`config.mk`:
```
export PLATFORM = sky130hd
export DESIGN_NAME = rbnh_setup
export DESIGN_NICKNAME = d
export VERILOG_FILES = /design/src/rbnh_pkg.sv /design/src/rbnh_setup.sv
export SDC_FILE = /design/constraint.sdc
export NUM_CORES = 2
export LEC_CHECK = 0
export BUFFER_PORTS_ARGS = -buffer_cell sky130_fd_sc_hd__buf_2
export CAP_MARGIN = 15
export CORE_MARGIN = 10
export CORE_UTILIZATION = 50
export DETAILED_ROUTE_END_ITERATION = 10
export HOLD_SLACK_MARGIN = 0.06
export MAX_ROUTING_LAYER = met4
export PLACE_DENSITY = 0.68
export SYNTH_ARGS = -nofsm -noshare
export SYNTH_HDL_FRONTEND = slang
export SYNTH_SLANG_ARGS = --single-unit
```
`constraint.sdc`:
```
create_clock -name clk_i -period 22.8 [get_ports clk_i]
set_input_delay 3.42 -clock clk_i [delete_from_list [all_inputs] [get_ports clk_i]]
set_output_delay 3.42 -clock clk_i [all_outputs]
set_load 0.02 [all_outputs]
```
`src/rbnh_pkg.sv`:
```
// shared constants, types and register codes for the ray / box nearest-hit block
package rbnh_pkg;

  localparam int COORD_BITS = 32;
  localparam int FRAC_BITS  = 16;
  localparam int ID_BITS    = 16;
  localparam int UNIT_FRAC  = 30;

  localparam int DIFF_W = COORD_BITS + 1;            // end - start, box - start
  localparam int LEN_W  = COORD_BITS + 2;            // distances, saturation level
  localparam int SUM_W  = 2 * DIFF_W;                // sum of squared differences
  localparam int T_W    = COORD_BITS + 3;            // signed slab distance
  localparam int UNIT_W = UNIT_FRAC + 1;             // unit direction magnitude
  localparam int INV_W  = UNIT_FRAC + FRAC_BITS + 1; // inverse direction magnitude

  localparam int STEPS_MAX = (INV_W > DIFF_W) ? ((INV_W > UNIT_W) ? INV_W : UNIT_W)
                                              : ((DIFF_W > UNIT_W) ? DIFF_W : UNIT_W);
  localparam int CNT_W = $clog2(STEPS_MAX);

  localparam int CFG_IDX_W = 3;

  typedef enum logic [CFG_IDX_W-1:0] {
    CFG_START_X = 3'd0,
    CFG_START_Y = 3'd1,
    CFG_START_Z = 3'd2,
    CFG_END_X   = 3'd3,
    CFG_END_Y   = 3'd4,
    CFG_END_Z   = 3'd5
  } cfg_idx_e;

  typedef enum logic [1:0] {
    AXIS_X = 2'd0,
    AXIS_Y = 2'd1,
    AXIS_Z = 2'd2
  } axis_e;

  // per-query ray context produced by the setup sequencer
  typedef struct packed {
    logic [DIFF_W-1:0]            len;
    logic [2:0][UNIT_W-1:0]       unit_mag;
    logic [2:0]                   unit_neg;
    logic [2:0][INV_W-1:0]        inv_mag;
    logic [2:0]                   inv_neg;
    logic                         seg_ok;
  } setup_t;

endpackage

```
`src/rbnh_setup.sv`:
```
// ray setup sequencer: segment length, unit direction and inverse direction
module rbnh_setup (
  input  logic                                      clk_i,
  input  logic                                      rst_ni,
  input  logic                                      restart_i,
  input  logic [2:0][rbnh_pkg::COORD_BITS-1:0]      start_i,
  input  logic [2:0][rbnh_pkg::COORD_BITS-1:0]      end_i,
  output logic                                      done_o,
  output rbnh_pkg::setup_t                          res_o
);

  localparam int CB   = rbnh_pkg::COORD_BITS;
  localparam int DW   = rbnh_pkg::DIFF_W;
  localparam int LW   = rbnh_pkg::LEN_W;
  localparam int SW   = rbnh_pkg::SUM_W;
  localparam int UW   = rbnh_pkg::UNIT_W;
  localparam int IW   = rbnh_pkg::INV_W;
  localparam int CW   = rbnh_pkg::CNT_W;
  localparam int RMW  = DW + 3;

  typedef enum logic [5:0] {
    ST_LOAD = 6'b000001,
    ST_SQ   = 6'b000010,
    ST_ROOT = 6'b000100,
    ST_UNIT = 6'b001000,
    ST_INV  = 6'b010000,
    ST_DONE = 6'b100000
  } state_e;

  state_e          state_q, state_d;
  logic [CW-1:0]   cnt_q, cnt_d;

  logic [DW-1:0]   mag_q [3];
  logic [2:0]      neg_q;
  logic [DW-1:0]   mplier_q [3];
  logic [SW-1:0]   mcand_q [3];
  logic [SW-1:0]   sum_q, sum_d;
  logic [SW-1:0]   rad_q;
  logic [RMW-1:0]  rem_q, rem_d;
  logic [DW-1:0]   root_q, root_d;
  logic [LW-1:0]   ur_q [3], ur_d [3];
  logic [UW-1:0]   uq_q [3], uq_d [3];
  logic [UW-1:0]   ir_q [3], ir_d [3];
  logic [IW-1:0]   iq_q [3], iq_d [3];

  logic signed [DW-1:0] mv [3];
  logic [DW-1:0]        mv_mag [3];

  // operand prep and one step of each iteration
  always_comb begin
    logic [SW-1:0]  add;
    logic [RMW-1:0] rem_sh, trial;
    logic [LW-1:0]  urn;
    logic           uge, ige;
    logic [UW:0]    rs, irn;
    add = '0;
    for (int i = 0; i < 3; i++) begin
      mv[i] = $signed({start_i[i][CB-1], start_i[i]});
      mv[i] = $signed({end_i[i][CB-1], end_i[i]}) - mv[i];
      mv_mag[i] = mv[i][DW-1] ? DW'(-mv[i]) : DW'(mv[i]);
      add = add + (mplier_q[i][0] ? mcand_q[i] : '0);
    end
    sum_d = sum_q + add;

    // digit-by-digit square root, two radicand bits a step
    rem_sh = {rem_q[RMW-3:0], rad_q[SW-1:SW-2]};
    trial  = {1'b0, root_q, 2'b01};
    if (rem_sh >= trial) begin
      rem_d  = rem_sh - trial;
      root_d = {root_q[DW-2:0], 1'b1};
    end else begin
      rem_d  = rem_sh;
      root_d = {root_q[DW-2:0], 1'b0};
    end

    for (int i = 0; i < 3; i++) begin
      // |move| / len, one quotient bit a step
      uge    = (ur_q[i] >= {1'b0, root_q}) && (root_q != '0);
      urn    = uge ? (ur_q[i] - {1'b0, root_q}) : ur_q[i];
      ur_d[i] = {urn[LW-2:0], 1'b0};
      uq_d[i] = {uq_q[i][UW-2:0], uge};
      // 2^(unit_frac+frac) / unit, dividend has only its top bit set
      rs     = {ir_q[i], (cnt_q == '0)};
      ige    = rs >= {1'b0, uq_q[i]};
      irn    = ige ? (rs - {1'b0, uq_q[i]}) : rs;
      ir_d[i] = irn[UW-1:0];
      iq_d[i] = {iq_q[i][IW-2:0], ige};
    end
  end

  always_comb begin
    state_d = state_q;
    cnt_d   = cnt_q + 1'b1;
    unique case (state_q)
      ST_LOAD: begin
        state_d = ST_SQ;
        cnt_d   = '0;
      end
      ST_SQ: if (cnt_q == CW'(DW - 1)) begin
        state_d = ST_ROOT;
        cnt_d   = '0;
      end
      ST_ROOT: if (cnt_q == CW'(DW - 1)) begin
        state_d = ST_UNIT;
        cnt_d   = '0;
      end
      ST_UNIT: if (cnt_q == CW'(UW - 1)) begin
        state_d = ST_INV;
        cnt_d   = '0;
      end
      ST_INV: if (cnt_q == CW'(IW - 1)) begin
        state_d = ST_DONE;
        cnt_d   = '0;
      end
      ST_DONE: cnt_d = cnt_q;
      default: begin
        state_d = ST_LOAD;
        cnt_d   = '0;
      end
    endcase
    if (restart_i) begin
      state_d = ST_LOAD;
      cnt_d   = '0;
    end
  end

  always_ff @(posedge clk_i or negedge rst_ni) begin
    if (!rst_ni) begin
      state_q <= ST_LOAD;
      cnt_q   <= '0;
    end else begin
      state_q <= state_d;
      cnt_q   <= cnt_d;
    end
  end

  always_ff @(posedge clk_i) begin
    unique case (state_q)
      ST_LOAD: begin
        for (int i = 0; i < 3; i++) begin
          mag_q[i]    <= mv_mag[i];
          neg_q[i]    <= mv[i][DW-1];
          mplier_q[i] <= mv_mag[i];
          mcand_q[i]  <= SW'(mv_mag[i]);
        end
        sum_q <= '0;
      end
      ST_SQ: begin
        sum_q <= sum_d;
        for (int i = 0; i < 3; i++) begin
          mplier_q[i] <= mplier_q[i] >> 1;
          mcand_q[i]  <= mcand_q[i] << 1;
        end
        rad_q  <= sum_d;
        rem_q  <= '0;
        root_q <= '0;
      end
      ST_ROOT: begin
        rad_q  <= rad_q << 2;
        rem_q  <= rem_d;
        root_q <= root_d;
        for (int i = 0; i < 3; i++) begin
          ur_q[i] <= {1'b0, mag_q[i]};
          uq_q[i] <= '0;
        end
      end
      ST_UNIT: begin
        for (int i = 0; i < 3; i++) begin
          ur_q[i] <= ur_d[i];
          uq_q[i] <= uq_d[i];
          ir_q[i] <= '0;
          iq_q[i] <= '0;
        end
      end
      ST_INV: begin
        for (int i = 0; i < 3; i++) begin
          ir_q[i] <= ir_d[i];
          iq_q[i] <= iq_d[i];
        end
      end
      default: ;
    endcase
  end

  // a zero unit component leaves the quotient all ones, which is the saturated inverse
  always_comb begin
    res_o.len    = root_q;
    res_o.seg_ok = (sum_q != '0);
    for (int i = 0; i < 3; i++) begin
      res_o.unit_mag[i] = uq_q[i];
      res_o.unit_neg[i] = neg_q[i];
      res_o.inv_mag[i]  = iq_q[i];
      res_o.inv_neg[i]  = neg_q[i] && (uq_q[i] != '0);
    end
  end

  assign done_o = (state_q == ST_DONE);

endmodule

```
======== Word-level counts from Yosys, hierarchy flattened ========
Memories as Yosys holds them, arrays and structs flattened.
Index checks and enable logic that the tools add are counted.
word-level totals
  memories kept ........................... 7
  RAM bits ................................ 825
  output and inout bits ................... 275
  bits in registers ....................... 214
  latch bits .............................. 0
  ROM bits ................................ 0
memory list
  memory           words  width  rd ports  clocked after memory_dff  wr ports  line              RTL
  mcand_q          3      66     3         0                         3         rbnh_setup.sv:36  logic [SW-1:0] mcand_q [3];
  iq_q             3      47     3         0                         3         rbnh_setup.sv:44  logic [IW-1:0] iq_q [3], iq_d [3];
  ur_q             3      34     3         0                         3         rbnh_setup.sv:41  logic [LW-1:0] ur_q [3], ur_d [3];
  mag_q            3      33     3         0                         3         rbnh_setup.sv:33  logic [DW-1:0] mag_q [3];
  mplier_q         3      33     3         0                         3         rbnh_setup.sv:35  logic [DW-1:0] mplier_q [3];
  ir_q             3      31     3         0                         3         rbnh_setup.sv:43  logic [UW-1:0] ir_q [3], ir_d [3];
  1 more memories  n/a    n/a    n/a       n/a                       n/a       n/a
operators by class
  bitwise operators ....................... 18
  reduce and logical (&&, ||, !) cells .... 16
  divide/modulo/power cells ............... 0
  $mul .................................... 0
  magnitude comparators ................... 7
  shifts and indexed selects .............. 0
  equality and inequality tests ........... 14
  muxes and demuxes ....................... 57
  add/subtract/negate cells ............... 17
operators with widths
  cell                  count
  $mux W66              6
  $mux W33              9
  $mux W31              9
  $pmux W66 S2          2
  $add A66 B66 Y66      3
  $mux W47              3
  $mux W34              4
  $ge A34 B33 Y1        3
  $neg A33 Y33          3
  $sub A32 B32 Y33      3
  $sub A33 B33 Y33      3
  $ge A32 B31 Y1        3
  $reduce_bool A31 Y1   3
  $sub A31 B31 Y31      3
  $pmux W34 S2          1
  $pmux W33 S2          1
  $reduce_bool A66 Y1   1
  $mux W6               9
  $ge A36 B35 Y1        1
  $pmux W6 S6           1
  $sub A34 B34 Y34      1
  $reduce_bool A33 Y1   1
  $pmux W6 S4           1
  $eq A6 B6 Y1 const B  3
  other kinds (15)      52

======== Depth between registers and ports, before layout ========
An unclocked memory read counts as a cell.
  depth after elaboration ................. 6
  gate-level depth with buffers ........... 20
  gate-level depth less buffers ........... 18

======== Worst setup path before layout ========
No wires, ideal clock.
  kind .................................... reg-to-reg
  start point ............................. register state_q[2]
  end point ............................... memory mcand_q[0][0] (netlist name) (enable)
  cell stages (with the launch flop) ...... 8
  required time ........................... 20.114 ns
  path slack .............................. 12.631 ns
  arrival time ............................ 7.483 ns
  clock period less this slack ............ 10.169 ns
  cell sequence ........................... dfrtp_1 clkbuf_1 nor4_1 nand3b_1 clkbuf_1 clkbuf_1 clkbuf_1 nand2_1
RTL lines
  item                    line               RTL
  start, declared         rbnh_setup.sv:30   state_e state_q, state_d;
  start signal, assigned  rbnh_setup.sv:132  state_q <= state_d;
  end, declared           rbnh_setup.sv:36

==> out/results.ini <==
[clock_tree]
clk_pin_slew_worst_paths_ps = 60
cts_num_sinks = 1039
cts_resized = 0
cts_max_path_buffers = 3
cts_tree = done
cts_hold_buf = 0
post-cts-setup-buffers = 0
clock-root-buffer = clkbuf_16
insertion_delay_ps = 770
cts_buffers = 112
htreeDepth = 3

[worst_setup_path]
critPathSlowestCell = a2111oi_0
crit_family = compound AO/OA/AOI/OAI gates
arrival_ps = 8020
end_kind = flip-flop
cp-start-kind = primary input
cp.required_ps = 23300
path_max_fanout = 24
rrSetupSlack_ps = 16060
crit_type = primary input to flip-flop
crit_top_cell = inv_1
max_stage_delay_ps = 560
path_cells = buf_2, inv_1, ha_1, inv_1, fa_1, a211oi_2, o21ai_1, a2111oi_0, o21ai_1, a21oi_1, o211ai_1, a31oi_1, nor2_1, inv_1, o21ai_0, xnor2_1, mux2_2
path_buf_inv = 4

[pwr]
switching_share_pct = 41.8
p_leak_nw = 30.7
power.density_nw_per_um2 = 127
p_comb_share_pct = 47.0
p_int_mw = 5.62
seq_power_share_pct = 33.6
p_sw_mw = 4.04
peakVddDrop_uv = 103
power.share.clock_pct = 19.5

[grt]
grt_usage_pct = 24.5
antenna_found_initial = 7
grt_max_degree = 185
gr-total-overflow = 0
grt_pass1_vias = 51800
grt_pass1_wl_um = 298000

[routing]
wl_um = 192000
first_pass_iters = 6
vias = 52800
routedWlPerCell_um = 20.9
ant_nets = 0
routed_via_density = 5.76
drcViolationCount = 0
drtIter0Drc = 4737

[sta]
max_freq_mhz = 133
relSlewSlack_pct = 24.7
setup_tns_ps = 0
fin_skew_ps = 63.0
worst_slew_pin_slew_ps = 1130
hold_violations = 0
slew_violations = 0
hold_ws_ps = 515
rsz0062_at_grt = false
setup_slack_ps = 15280
setup_viol = 0
period_needed_ps = 7520
fin_crit_sh_pct = 33.0

[die]
num_rows = 137
initial_core_util_pct = 50.4
dieWidth_um = 395
num_io_pins = 470
core-area_sq_um = 140000
die_y_um = 395
die-area_sq_um = 156000

[outcome]
status = finished, final reports clean

[yosys]
synthCells = 7093
yosysUniqueCellTypes = 95
yosysWarnings = 0
synth_edf_count = 1027
seq_area_frac_synth_pct = 44.3
syn_nets = 7821
ys.flop_type = edfxtp_1
async_flop_share_pct = 1.15
avgSynthCellArea_sq_um = 9.92
syn_area_sq_um = 70400
ys_seq_elements = 1039

[final_layout]
layout-drive-gt1-share_pct = 11.2
nNetsFinal = 7928
syn_to_final_growth_pct = 8.46

[placed_design]
gp_congestion = 0.949
portBuffers = 469
hpwl_um = 142000
pre_cts_slack_ps = 14460

[run]
drv_cap = 0

[worst_hold_path]
hp-class = flip-flop to flip-flop

cells by family after synthesis:
family / count (synthesis) / share of synthesized area, %
AO/OA/AOI/OAI: 1633 / 15.0
XOR/XNOR: 388 / 4.84
adder cells (fa/ha/maj): 533 / 11.0
buffers and inverters: 1054 / 7.03
flip-flops: 1039 / 44.3
multiplexers: 154 / 2.28
AND/OR/NAND/NOR: 2292 / 15.6
power groups by stage:
stage	registers (mW)	clock network [mW]	logic [mW]
floorplan	3.18	0	3.33
global placement	3.26	0	4.40
detailed placement	3.26	0	4.48
CTS	3.23	1.91	4.51
global route	3.28	1.98	5.07
finish	3.24	1.88	4.54
layer usage:
metal / track usage, % / share of wire (%) / up-vias
met5: - / 0 / -
met4: 6.60 / 2.6 / 0
met3: 3.80 / 7.5 / 258
met2: 38.4 / 46 / 1776
met1: 33.0 / 44 / 25500
li1: - / - / 25200
state kept, by name (all words and copies together), names as in the netlist:
register,count
ur_q,102
ir_q,93
neg_q,3
mag_q,99
cnt_q,6
iq_q,141
sum_q,66
uq_q,93
mplier_q,99
state_q,6
root_q,33
mcand_q,198
rem_q,34
rad_q,66
layout make-up:
class / instances / area [sq um]
antenna: 1 / 2.50
sequential: 1039 / 31100
timing repair buffer: 511 / 2680
inverter: 536 / 2010
multi-input combinational: 5000 / 34400
tap: 1876 / 2350
clock buffer: 125 / 2850
clock inverter: 86 / 931
fill: 12300 / 63400
placed cells by master, fill, tap and decap left out, drive strengths merged, types with 17 or more instances in the layout:
master,count
clkinv,62
nor3,83
fa,139
a31oi,62
o31ai,40
mux2,53
nor2b,62
a21boi,27
mux2i,101
or3,33
nand2b,68
xor2,145
a211oi,62
nor4,65
nand3b,17
a211o,23
clkbuf,125
and3,40
and4,17
nand2,639
a21o,216
o21ai,365
o21bai,54
or2,32
o21a,140
nor2,674
o211ai,30
buf,511
nand4,68
a41oi,17
xnor2,243
and2,324
ha,394
inv,539
edfxtp,1027
a21oi,429
nand3,117
cells in the mapped netlist, drive strengths merged, types with 117 or more instances:
master / count / share of area [%]
a21o: 216 / 2.3
ha: 394 / 7.0
nor2: 674 / 3.6
a21oi: 429 / 3.1
xor2: 145 / 1.8
fa: 139 / 4.0
nand2: 639 / 3.4
xnor2: 243 / 3.0
buf: 275 / 2.9
inv: 536 / 2.9
edfxtp: 1027 / 44
and2: 324 / 2.9
o21ai: 365 / 2.6
o21a: 140 / 1.5
nand3: 117 / 0.83
clkbuf: 243 / 1.3
path summary, 6_finish.rpt:
path	endpoint	cells past startpoint	from
setup / recovery	mplier_q[0][4]$_DFFE_PP_	17	end_i[0]
hold / removal	mcand_q[0][55]$_SDFFCE_PN0P_	1	mcand_q[0][54]$_SDFFCE_PN0P_
setup reg to reg	rad_q[65]$_DFFE_PN_	18	mplier_q[0][0]$_DFFE_PP_
hold reg to reg	mcand_q[0][55]$_SDFFCE_PN0P_	1	mcand_q[0][54]$_SDFFCE_PN0P_
max in group asynchronous	state_q[0]$_DFFE_PN1P_	1	rst_ni
min in group asynchronous	cnt_q[2]$_DFFE_PN0P_	1	rst_ni
through the flow:
step	cell area [sq um]	power, mW	util (%)	std cells
final	76300	9.66	54.6	9174
after global routing	76300	10.3	54.6	9173
after global placement	72500	7.66	51.9	8962
after detailed placement	72500	7.74	51.9	8962
after CTS	76300	9.65	54.6	9173
after floorplan	70400	6.51	-	7093
Note: power is estimated with default switching activity, not from simulation.
